===== src/sv/gcc_pkg.sv =====
`timescale 1ns / 1ps
// ----------------------------------------------------------------------------
// gcc_pkg: shared types for the graph coloring counter
// Payload structs, configuration register codes and the command and status
// bundles between the search controller and the datapath.
// ----------------------------------------------------------------------------
package gcc_pkg;

  localparam int ROW_W         = 32;
  localparam int ROW_IDX_W     = 5;
  localparam int COUNT_W       = 64;
  localparam int NODE_COUNT_W  = 6;
  localparam int COLOR_COUNT_W = 3;
  localparam int CFG_IDX_W     = 4;
  localparam int CFG_DATA_W    = 8;

  localparam logic [NODE_COUNT_W-1:0]  NODE_COUNT_RST  = 6'd20;
  localparam logic [COLOR_COUNT_W-1:0] COLOR_COUNT_RST = 3'd3;

  typedef enum logic [CFG_IDX_W-1:0] {
    CFG_NODE_COUNT  = 4'd0,
    CFG_COLOR_COUNT = 4'd1
  } gcc_cfg_idx_e;

  // one adjacency row request
  typedef struct packed {
    logic [ROW_IDX_W-1:0] row_index;
    logic [ROW_W-1:0]     row_bits;
    logic                 last_row;
  } gcc_row_t;

  // one result
  typedef struct packed {
    logic [COUNT_W-1:0] coloring_count;
    logic               count_saturated;
  } gcc_result_t;

  // configuration write
  typedef struct packed {
    logic [CFG_IDX_W-1:0]  index;
    logic [CFG_DATA_W-1:0] data;
  } gcc_cfg_t;

  // controller -> datapath
  typedef struct packed {
    logic write_row;  // store the accepted row
    logic start;      // clear depth and candidate; count 1 if no nodes, else 0
    logic fetch;      // read the row of the current node
    logic descend;    // take the chosen color, go one node deeper
    logic leaf_add;   // add all colors left at the last node
    logic backtrack;  // go one node up, resume past its color
    logic load_out;   // copy the count to the result register
  } gcc_cmd_t;

  // datapath -> controller
  typedef struct packed {
    logic empty_graph;  // no nodes in use
    logic found;        // a usable color remains at this node
    logic leaf;         // current node is the last one
    logic root;         // current node is node 0
  } gcc_stat_t;

endpackage


===== src/sv/gcc_stream_if.sv =====
`timescale 1ns / 1ps
// ----------------------------------------------------------------------------
// gcc_stream_if: valid/ready channel
// Carries one payload per request; source drives valid and payload, sink
// drives ready.
// ----------------------------------------------------------------------------
interface gcc_stream_if #(
  parameter type payload_t = logic
);

  logic     valid;
  logic     ready;
  payload_t payload;

  modport source (output valid, output payload, input ready);
  modport sink   (input valid, input payload, output ready);

endinterface


===== src/sv/gcc_ctrl.sv =====
`timescale 1ns / 1ps
// ----------------------------------------------------------------------------
// gcc_ctrl: search sequencer
// Loads rows, walks the backtracking search node by node and hands the
// final count to the result register.
// ----------------------------------------------------------------------------
module gcc_ctrl import gcc_pkg::*; (
  input  logic      clk_i,
  input  logic      rst_ni,
  input  logic      req_valid_i,
  input  logic      req_last_i,
  output logic      req_ready_o,
  output logic      rsp_valid_o,
  input  logic      rsp_ready_i,
  input  gcc_stat_t stat_i,
  output gcc_cmd_t  cmd_o
);

  typedef enum logic [3:0] {
    ST_IDLE  = 4'b0001,
    ST_FETCH = 4'b0010,
    ST_TRY   = 4'b0100,
    ST_DONE  = 4'b1000
  } gcc_state_e;

  gcc_state_e state_q, state_d;
  logic       out_valid_q, out_valid_d;

  always_comb begin
    state_d     = state_q;
    out_valid_d = out_valid_q & ~rsp_ready_i;
    cmd_o       = '0;
    case (state_q)
      ST_IDLE: begin
        if (req_valid_i) begin
          cmd_o.write_row = 1'b1;
          if (req_last_i) begin
            cmd_o.start = 1'b1;
            state_d     = stat_i.empty_graph ? ST_DONE : ST_FETCH;
          end
        end
      end
      ST_FETCH: begin
        cmd_o.fetch = 1'b1;
        state_d     = ST_TRY;
      end
      ST_TRY: begin
        if (stat_i.leaf) begin
          cmd_o.leaf_add = 1'b1;
          if (stat_i.root) begin
            state_d = ST_DONE;
          end else begin
            cmd_o.backtrack = 1'b1;
            state_d         = ST_FETCH;
          end
        end else if (stat_i.found) begin
          cmd_o.descend = 1'b1;
          state_d       = ST_FETCH;
        end else if (stat_i.root) begin
          state_d = ST_DONE;
        end else begin
          cmd_o.backtrack = 1'b1;
          state_d         = ST_FETCH;
        end
      end
      ST_DONE: begin
        if (!out_valid_q || rsp_ready_i) begin
          cmd_o.load_out = 1'b1;
          out_valid_d    = 1'b1;
          state_d        = ST_IDLE;
        end
      end
      default: begin
        state_d = ST_IDLE;
      end
    endcase
  end

  always_ff @(posedge clk_i or negedge rst_ni) begin
    if (!rst_ni) begin
      state_q     <= ST_IDLE;
      out_valid_q <= 1'b0;
    end else begin
      state_q     <= state_d;
      out_valid_q <= out_valid_d;
    end
  end

  assign req_ready_o = (state_q == ST_IDLE);
  assign rsp_valid_o = out_valid_q;

endmodule


===== src/sv/gcc_dp.sv =====
`timescale 1ns / 1ps
// ----------------------------------------------------------------------------
// gcc_dp: search datapath
// Row memory, per-node color cells, conflict check, candidate pick and the
// saturating coloring counter.
// ----------------------------------------------------------------------------
module gcc_dp import gcc_pkg::*; #(
  parameter int MAX_NODES  = 32,
  parameter int MAX_COLORS = 4
) (
  input  logic                     clk_i,
  input  logic                     rst_ni,
  input  gcc_row_t                 row_i,
  input  logic [NODE_COUNT_W-1:0]  node_count_i,
  input  logic [COLOR_COUNT_W-1:0] color_count_i,
  input  gcc_cmd_t                 cmd_i,
  output gcc_stat_t                stat_o,
  output logic [COUNT_W-1:0]       count_o
);

  localparam int NIW   = $clog2(MAX_NODES);
  localparam int DW    = $clog2(MAX_NODES + 1);
  localparam int CW    = $clog2(MAX_COLORS);
  localparam int AW    = $clog2(MAX_COLORS + 1);
  localparam int SCANN = (MAX_NODES < ROW_W) ? MAX_NODES : ROW_W;

  logic [ROW_W-1:0]   adj_mem [MAX_NODES];
  logic [ROW_W-1:0]   row_q;
  logic [CW-1:0]      colors_q [MAX_NODES];
  logic [DW-1:0]      depth_q, depth_d, depth_m1;
  logic [AW-1:0]      cand_q, cand_d;
  logic [COUNT_W-1:0] count_q, count_d;
  logic [COUNT_W-1:0] res_q;

  logic [DW-1:0]         active_nodes;
  logic [AW-1:0]         active_colors;
  logic [MAX_COLORS-1:0] forbidden, allowed;
  logic [CW-1:0]         pick;
  logic [AW-1:0]         leaf_pc;
  logic [COUNT_W:0]      sum;

  // clamp the configured sizes
  always_comb begin
    if (int'(node_count_i) > MAX_NODES) begin
      active_nodes = DW'(MAX_NODES);
    end else begin
      active_nodes = DW'(node_count_i);
    end
    if (int'(color_count_i) > MAX_COLORS) begin
      active_colors = AW'(MAX_COLORS);
    end else begin
      active_colors = AW'(color_count_i);
    end
  end

  // colors taken by earlier neighbors
  always_comb begin
    forbidden = '0;
    for (int j = 0; j < SCANN; j++) begin
      for (int c = 0; c < MAX_COLORS; c++) begin
        if (row_q[j] && (DW'(j) < depth_q) && (colors_q[j] == CW'(c))) begin
          forbidden[c] = 1'b1;
        end
      end
    end
  end

  always_comb begin
    pick    = '0;
    leaf_pc = '0;
    for (int c = 0; c < MAX_COLORS; c++) begin
      allowed[c] = (AW'(c) < active_colors) && (AW'(c) >= cand_q) && !forbidden[c];
    end
    for (int c = MAX_COLORS - 1; c >= 0; c--) begin
      if (allowed[c]) begin
        pick = CW'(c);
      end
    end
    for (int c = 0; c < MAX_COLORS; c++) begin
      leaf_pc = leaf_pc + AW'(allowed[c]);
    end
  end

  assign depth_m1 = depth_q - DW'(1);
  assign sum      = {1'b0, count_q} + (COUNT_W + 1)'(leaf_pc);

  always_comb begin
    depth_d = depth_q;
    cand_d  = cand_q;
    count_d = count_q;
    if (cmd_i.start) begin
      depth_d = '0;
      cand_d  = '0;
      count_d = (active_nodes == '0) ? COUNT_W'(1) : '0;
    end
    if (cmd_i.descend) begin
      depth_d = depth_q + DW'(1);
      cand_d  = '0;
    end
    if (cmd_i.backtrack) begin
      depth_d = depth_m1;
      cand_d  = AW'(colors_q[depth_m1[NIW-1:0]]) + AW'(1);
    end
    if (cmd_i.leaf_add) begin
      count_d = sum[COUNT_W] ? '1 : sum[COUNT_W-1:0];
    end
  end

  always_ff @(posedge clk_i or negedge rst_ni) begin
    if (!rst_ni) begin
      depth_q <= '0;
      cand_q  <= '0;
      count_q <= '0;
    end else begin
      depth_q <= depth_d;
      cand_q  <= cand_d;
      count_q <= count_d;
    end
  end

  // row memory: one write port, one registered read port
  always_ff @(posedge clk_i) begin
    if (cmd_i.write_row && (int'(row_i.row_index) < MAX_NODES)) begin
      adj_mem[NIW'(row_i.row_index)] <= row_i.row_bits;
    end
    if (cmd_i.fetch) begin
      row_q <= adj_mem[depth_q[NIW-1:0]];
    end
  end

  always_ff @(posedge clk_i) begin
    if (cmd_i.descend) begin
      colors_q[depth_q[NIW-1:0]] <= pick;
    end
    if (cmd_i.load_out) begin
      res_q <= count_q;
    end
  end

  assign stat_o.empty_graph = (active_nodes == '0);
  assign stat_o.found       = |allowed;
  assign stat_o.leaf        = ((depth_q + DW'(1)) == active_nodes);
  assign stat_o.root        = (depth_q == '0);
  assign count_o            = res_q;

endmodule


===== src/sv/graph_coloring_counter_unit.sv =====
`timescale 1ns / 1ps
// ----------------------------------------------------------------------------
// graph_coloring_counter_unit: proper coloring counter, top level
// Counts k-colorings of a loaded graph by depth-first backtracking.
// ----------------------------------------------------------------------------
// Usage:
//   req_i  carries adjacency rows, one request per cycle while idle. Row i
//          bit j marks an edge i-j; only bits below the node's own index are
//          used. Rows at MAX_NODES or above are dropped.
//   A request with last_row set stores its row, then starts the search.
//   req_i.ready stays low until the search ends and its count is placed in
//   the result register.
//   rsp_o  gives one result per last row: the count, saturated at all ones,
//          and a flag that is set when it saturated.
//   cfg_i  writes node_count (index 0) and color_count (index 1); it is
//          always ready. Write only while no search is pending.
// Timing: each search step is a registered read of the node's row, then the
//   conflict check; there is one step per node visit and per backtrack, and
//   a hand-off to the result register at the end: latency grows with the
//   size of the search tree.
// Reset: node_count 20, color_count 3, result channel empty. Row storage is
//   not cleared; every row a search uses must be written first.
// Stall: a result waiting on rsp_o does not block new rows; the next search
//   holds its count until the earlier result is taken.
// ----------------------------------------------------------------------------
module graph_coloring_counter_unit import gcc_pkg::*; #(
  parameter int MAX_NODES  = 32,
  parameter int MAX_COLORS = 4
) (
  input  logic         clk_i,
  input  logic         rst_ni,
  gcc_stream_if.sink   req_i,
  gcc_stream_if.source rsp_o,
  gcc_stream_if.sink   cfg_i
);

  // configuration registers
  logic [NODE_COUNT_W-1:0]  node_count_q;
  logic [COLOR_COUNT_W-1:0] color_count_q;

  gcc_cmd_t           cmd;
  gcc_stat_t          stat;
  logic [COUNT_W-1:0] count;
  gcc_row_t           row;
  gcc_cfg_t           cfg;

  assign row = req_i.payload;
  assign cfg = cfg_i.payload;

  // config port never stalls; unknown indexes are ignored
  assign cfg_i.ready = 1'b1;

  always_ff @(posedge clk_i or negedge rst_ni) begin
    if (!rst_ni) begin
      node_count_q  <= NODE_COUNT_RST;
      color_count_q <= COLOR_COUNT_RST;
    end else if (cfg_i.valid) begin
      case (cfg.index)
        CFG_NODE_COUNT:  node_count_q  <= cfg.data[NODE_COUNT_W-1:0];
        CFG_COLOR_COUNT: color_count_q <= cfg.data[COLOR_COUNT_W-1:0];
        default: begin
        end
      endcase
    end
  end

  // sequencer: owns both handshakes and the result valid
  gcc_ctrl u_ctrl (
    .clk_i       (clk_i),
    .rst_ni      (rst_ni),
    .req_valid_i (req_i.valid),
    .req_last_i  (row.last_row),
    .req_ready_o (req_i.ready),
    .rsp_valid_o (rsp_o.valid),
    .rsp_ready_i (rsp_o.ready),
    .stat_i      (stat),
    .cmd_o       (cmd)
  );

  // row memory, color cells, conflict check, counter
  gcc_dp #(
    .MAX_NODES  (MAX_NODES),
    .MAX_COLORS (MAX_COLORS)
  ) u_dp (
    .clk_i         (clk_i),
    .rst_ni        (rst_ni),
    .row_i         (row),
    .node_count_i  (node_count_q),
    .color_count_i (color_count_q),
    .cmd_i         (cmd),
    .stat_o        (stat),
    .count_o       (count)
  );

  // a true count never reaches all ones, so all ones means saturation
  gcc_result_t result;
  assign result.coloring_count  = count;
  assign result.count_saturated = &count;
  assign rsp_o.payload          = result;

endmodule


===== src/flat_wrapper.sv =====
// flat-port wrapper written by rule: the top's interface ports become plain ports
module graph_coloring_counter_unit_flat import gcc_pkg::*;
#(
  parameter int MAX_NODES  = 32,
  parameter int MAX_COLORS = 4
)
  (clk_i, rst_ni, req_i_valid, req_i_payload, req_i_ready, rsp_o_valid, rsp_o_payload, rsp_o_ready, cfg_i_valid, cfg_i_payload, cfg_i_ready);
  gcc_stream_if #(.payload_t(gcc_row_t)) req_i_i ();
  gcc_stream_if #(.payload_t(gcc_result_t)) rsp_o_i ();
  gcc_stream_if #(.payload_t(gcc_cfg_t)) cfg_i_i ();
  input  logic clk_i;
  input  logic rst_ni;
  input wire logic [$bits(req_i_i.valid)-1:0] req_i_valid;
  input wire logic [$bits(req_i_i.payload)-1:0] req_i_payload;
  output wire logic [$bits(req_i_i.ready)-1:0] req_i_ready;
  output wire logic [$bits(rsp_o_i.valid)-1:0] rsp_o_valid;
  output wire logic [$bits(rsp_o_i.payload)-1:0] rsp_o_payload;
  input wire logic [$bits(rsp_o_i.ready)-1:0] rsp_o_ready;
  input wire logic [$bits(cfg_i_i.valid)-1:0] cfg_i_valid;
  input wire logic [$bits(cfg_i_i.payload)-1:0] cfg_i_payload;
  output wire logic [$bits(cfg_i_i.ready)-1:0] cfg_i_ready;
  assign req_i_i.valid = req_i_valid;
  assign req_i_i.payload = req_i_payload;
  assign req_i_ready = req_i_i.ready;
  assign rsp_o_valid = rsp_o_i.valid;
  assign rsp_o_payload = rsp_o_i.payload;
  assign rsp_o_i.ready = rsp_o_ready;
  assign cfg_i_i.valid = cfg_i_valid;
  assign cfg_i_i.payload = cfg_i_payload;
  assign cfg_i_ready = cfg_i_i.ready;
  graph_coloring_counter_unit #(.MAX_NODES(MAX_NODES), .MAX_COLORS(MAX_COLORS)) u_core (.clk_i(clk_i), .rst_ni(rst_ni), .req_i(req_i_i), .rsp_o(rsp_o_i), .cfg_i(cfg_i_i));
endmodule

===== config.mk =====
export PLATFORM = sky130hd
export DESIGN_NAME = graph_coloring_counter_unit_flat
export DESIGN_NICKNAME = d
export VERILOG_FILES = /design/src/sv/gcc_pkg.sv /design/src/sv/gcc_stream_if.sv /design/src/sv/gcc_ctrl.sv /design/src/sv/gcc_dp.sv /design/src/sv/graph_coloring_counter_unit.sv /design/src/flat_wrapper.sv
export SDC_FILE = /design/constraint.sdc
export NUM_CORES = 2
export LEC_CHECK = 0
export BUFFER_PORTS_ARGS = -buffer_cell sky130_fd_sc_hd__buf_2
export CORE_UTILIZATION = 39
export DETAILED_ROUTE_END_ITERATION = 6
export PLACE_DENSITY = 0.51
export SYNTH_ARGS = -nofsm -noshare
export SYNTH_HDL_FRONTEND = slang
export SYNTH_SLANG_ARGS = --single-unit

===== constraint.sdc =====
create_clock -name clk_i -period 11.85 [get_ports clk_i]
set_input_delay 1.185 -clock clk_i [delete_from_list [all_inputs] [get_ports clk_i]]
set_output_delay 1.185 -clock clk_i [all_outputs]
set_load 0.02 [all_outputs]

==> flow_summary.ini <==
[logic_synthesis]
synth_common_cells = edfxtp_1, mux4_2, nor2_1
syn_area_sq_um = 51410
synth.most_common_cell = edfxtp_1
netlist_instances = 2631
synthDistinctLibCells = 87
synth_area_leaders = edfxtp_1, mux4_2, dfrtp_1, mux2_2, nor2_1
synthMuxAreaShare_pct = 15.86
synth_top_area_share_pct = 69.16
synth_top_family_by_area = multiplexers
ys_seq_elements = 1271
synth_area_per_cell_sq_um = 19.54
ys_seq_area_share_pct = 73.41
synth-main-ff-cell = edfxtp_1
synth-compound-area-share_pct = 3.522
synth_nets = 2695
yosysWarningCount = 0
synthAdderAreaFrac_pct = 0.2629
synth_edf_count = 1184
synthSimpleGateAreaFrac_pct = 5.428
synthXorXnorAreaFrac_pct = 0.1363
async_flop_share_pct = 6.845
yosys.area.top_type = edfxtp_1

[cts]
postCtsHoldBufs = 0
cts_buffers = 138
cts_buffer_depth = 3
htree_levels = 4
clkTransAtPathRegs_ns = 0.06
cts_tree = yes
worstSkewPairLatency_ns = 0.78
root_buffer = clkbuf_16
post-cts-setup-buffers = 0
ctsResizeCount = 0
clock_sinks = 1271

[power_and_ir_drop]
power.switching_mw = 2.149
clockPowerShare_pct = 42.6
peakVddDrop_mv = 0.1252
pwr-share-comb_pct = 6.0
power_density_nw_per_um2 = 166.0
swShare_pct = 22.05
p_total_mw = 9.746
p_int_mw = 7.598
seq_power_share_pct = 51.4
power.leakage_nw = 18.20

[timing]
setup_slack_ns = 3.668
hold-worst-slack_ns = 0.3114
worst_pin_slew_ns = 1.264
hold_viol = 0
finalCritPeriodShare_pct = 69.05
fin_crit_ns = 8.182
setup_viol = 0
relSlewSlack_pct = 15.72
rsz0062_at_grt = false
finClkSkew_ns = 0.03558
fmax_mhz = 122.2
slew_viol_final = 0
tns_ns = 0

[worst_setup_path]
cp.arrival_ns = 8.85
required_ns = 12.52
path_cells = inv_1 > ha_1 > clkinv_1 > o311a_1 > a22o_1 > nor3_1 > nand4_1 > or4_1 > fa_1 > fa_1 > inv_1 > fa_1 > nand4_1 > nor3_1 > nand2_1 > or2_2 > and2_1 > and3_1 > a211oi_1
crit_type = reg -> reg
cp_slowest_cell = nor3_1
critPathLaunchType = register
path_max_fanout = 36
endpoint_kind = register
crit_top_cell = fa_1
critPathMaxStageDelay_ns = 0.75

[drt]
wire_per_inst_microns = 29.95
vias_per_cell = 5.846
drtPass1Iterations = 5
totalWireLength_microns = 139800
drtIter0Drc = 3054
ant_nets = 0
drc = 0
via_count = 27290

[final_layout]
areaGrowthSynthToFinish_pct = 14.24
filler_cell_count = 11140
final_area_sq_um = 58730
drive_gt1_share_pct = 27.98
stdcell_count = 4669
post-route-util_pct = 45.12
layout.nets = 2885

[placed_design]
io_buffers = 119
post-dp-hpwl_microns = 75800
pre_cts_slack_ns = 3.703
place_inst = 4423
place_congestion = 0.9140
place_area_sq_um = 54370

[hold_path]
worst_hold_path_type = in -> async

[floorplanning]
die-width_microns = 365.1
ioPinCount = 123
die_height_microns = 365.1
start_util_pct = 39.50
die_area_sq_um = 133300
fp-row-count = 132
core-area_sq_um = 130100

[global_routing]
grtUsageTotal_pct = 21.31
grt_max_degree = 69
antenna_found_initial = 10
grt_pass1_wl_microns = 200700
grt_pass1_vias = 27880
gr-total-overflow = 0

[status]
status = finished, final reports clean

[job]
cap_violations = 0
area by class of cell:
type	instances	area [sq um]	area share [%]
Antenna cell	3	7.507	0.01278
Inverter	40	150.1	0.2557
Sequential cell	1271	37760	64.29
Clock buffer	186	3801	6.473
Tap cell	1742	2180	3.712
Timing Repair Buffer	180	1056	1.798
Multi-Input combinational cell	1190	13230	22.53
Clock inverter	57	544.3	0.9268
cells in the final DEF, fill, tap and decap left out, types with 42 or more instances in the layout:
cell	instances
a21oi_1	66
buf_2	118
buf_4	62
clkbuf_16	144
dfrtp_1	77
edfxtp_1	1184
mux2_2	42
mux4_2	338
nand2_1	103
nand3_1	51
nor2_1	78
nor3_1	56
o21ai_0	49
layer usage:
layer	share of wire (%)	routed length (microns)	vias to the layer above	GRT usage, %
li1	-	-	11430	-
met1	43	59780	14610	29.79
met2	48	66850	1037	34.03
met3	6.2	8641	221	3.234
met4	3.2	4542	4	7.613
met5	0.019	26	-	0
cell families (layout without fill, tap and decap cells):
family / after synthesis / in the layout
adders and majority gates: 9 / 9
muxes: 387 / 387
AOI/OAI and AO/OA: 265 / 265
and+or+nand+nor: 520 / 520
buffers and inverters: 170 / 463
other: 1 / 4
xor gates and xnor gates: 8 / 8
DFF: 1271 / 1271
critical path, delay by kind of cell, from the launching register on:
kind	cells	cell delay, ns
AO/OA/AOI/OAI	3	1.11
adder cells (fa/ha/maj)	4	1.71
buffers and inverters	3	0.95
flip-flops	1	0.58
AND/OR/NAND/NOR	9	3.74
worst paths after layout:
check / startpoint / end / slack (ns) / depth (start not counted)
setup / recovery: u_core.u_dp.depth_q[0] / u_core.u_dp.count_q[59] / 3.67 / 19
hold / removal: rst_ni / u_core.u_dp.count_q[48] / 0.31 / 1
setup reg to reg: u_core.u_dp.depth_q[0] / u_core.u_dp.count_q[59] / 3.67 / 19
hold reg to reg: u_core.u_dp.count_q[31] / u_core.u_dp.count_o[31] / 0.47 / 0
max in group asynchronous: rst_ni / u_core.u_dp.depth_q[3] / 10.24 / 2
min in group clk_i: u_core.u_dp.count_q[31] / u_core.u_dp.count_o[31] / 0.47 / 0
power by group through the flow:
stage / registers (mW) / clock network [mW] / logic [mW]
after floorplan: 5.09 / 0 / 0.375
after global placement: 5.10 / 0 / 0.588
after detailed placement: 5.10 / 0 / 0.597
after CTS: 5.01 / 4.24 / 0.597
after global routing: 5.01 / 4.41 / 0.634
final: 5.01 / 4.15 / 0.587
state kept, by name, summed over array words and instances (netlist names), 4 cells and up:
| name | flops |
|---|---|
| u_core.node_count_q | 6 |
| u_core.u_ctrl.state_q | 4 |
| u_core.u_dp.adj_mem | 1024 |
| u_core.u_dp.colors_q | 64 |
| u_core.u_dp.count_o | 64 |
| u_core.u_dp.count_q | 64 |
| u_core.u_dp.depth_q | 6 |
| u_core.u_dp.row_q | 32 |
Note: power is estimated with default switching activity, not from simulation.
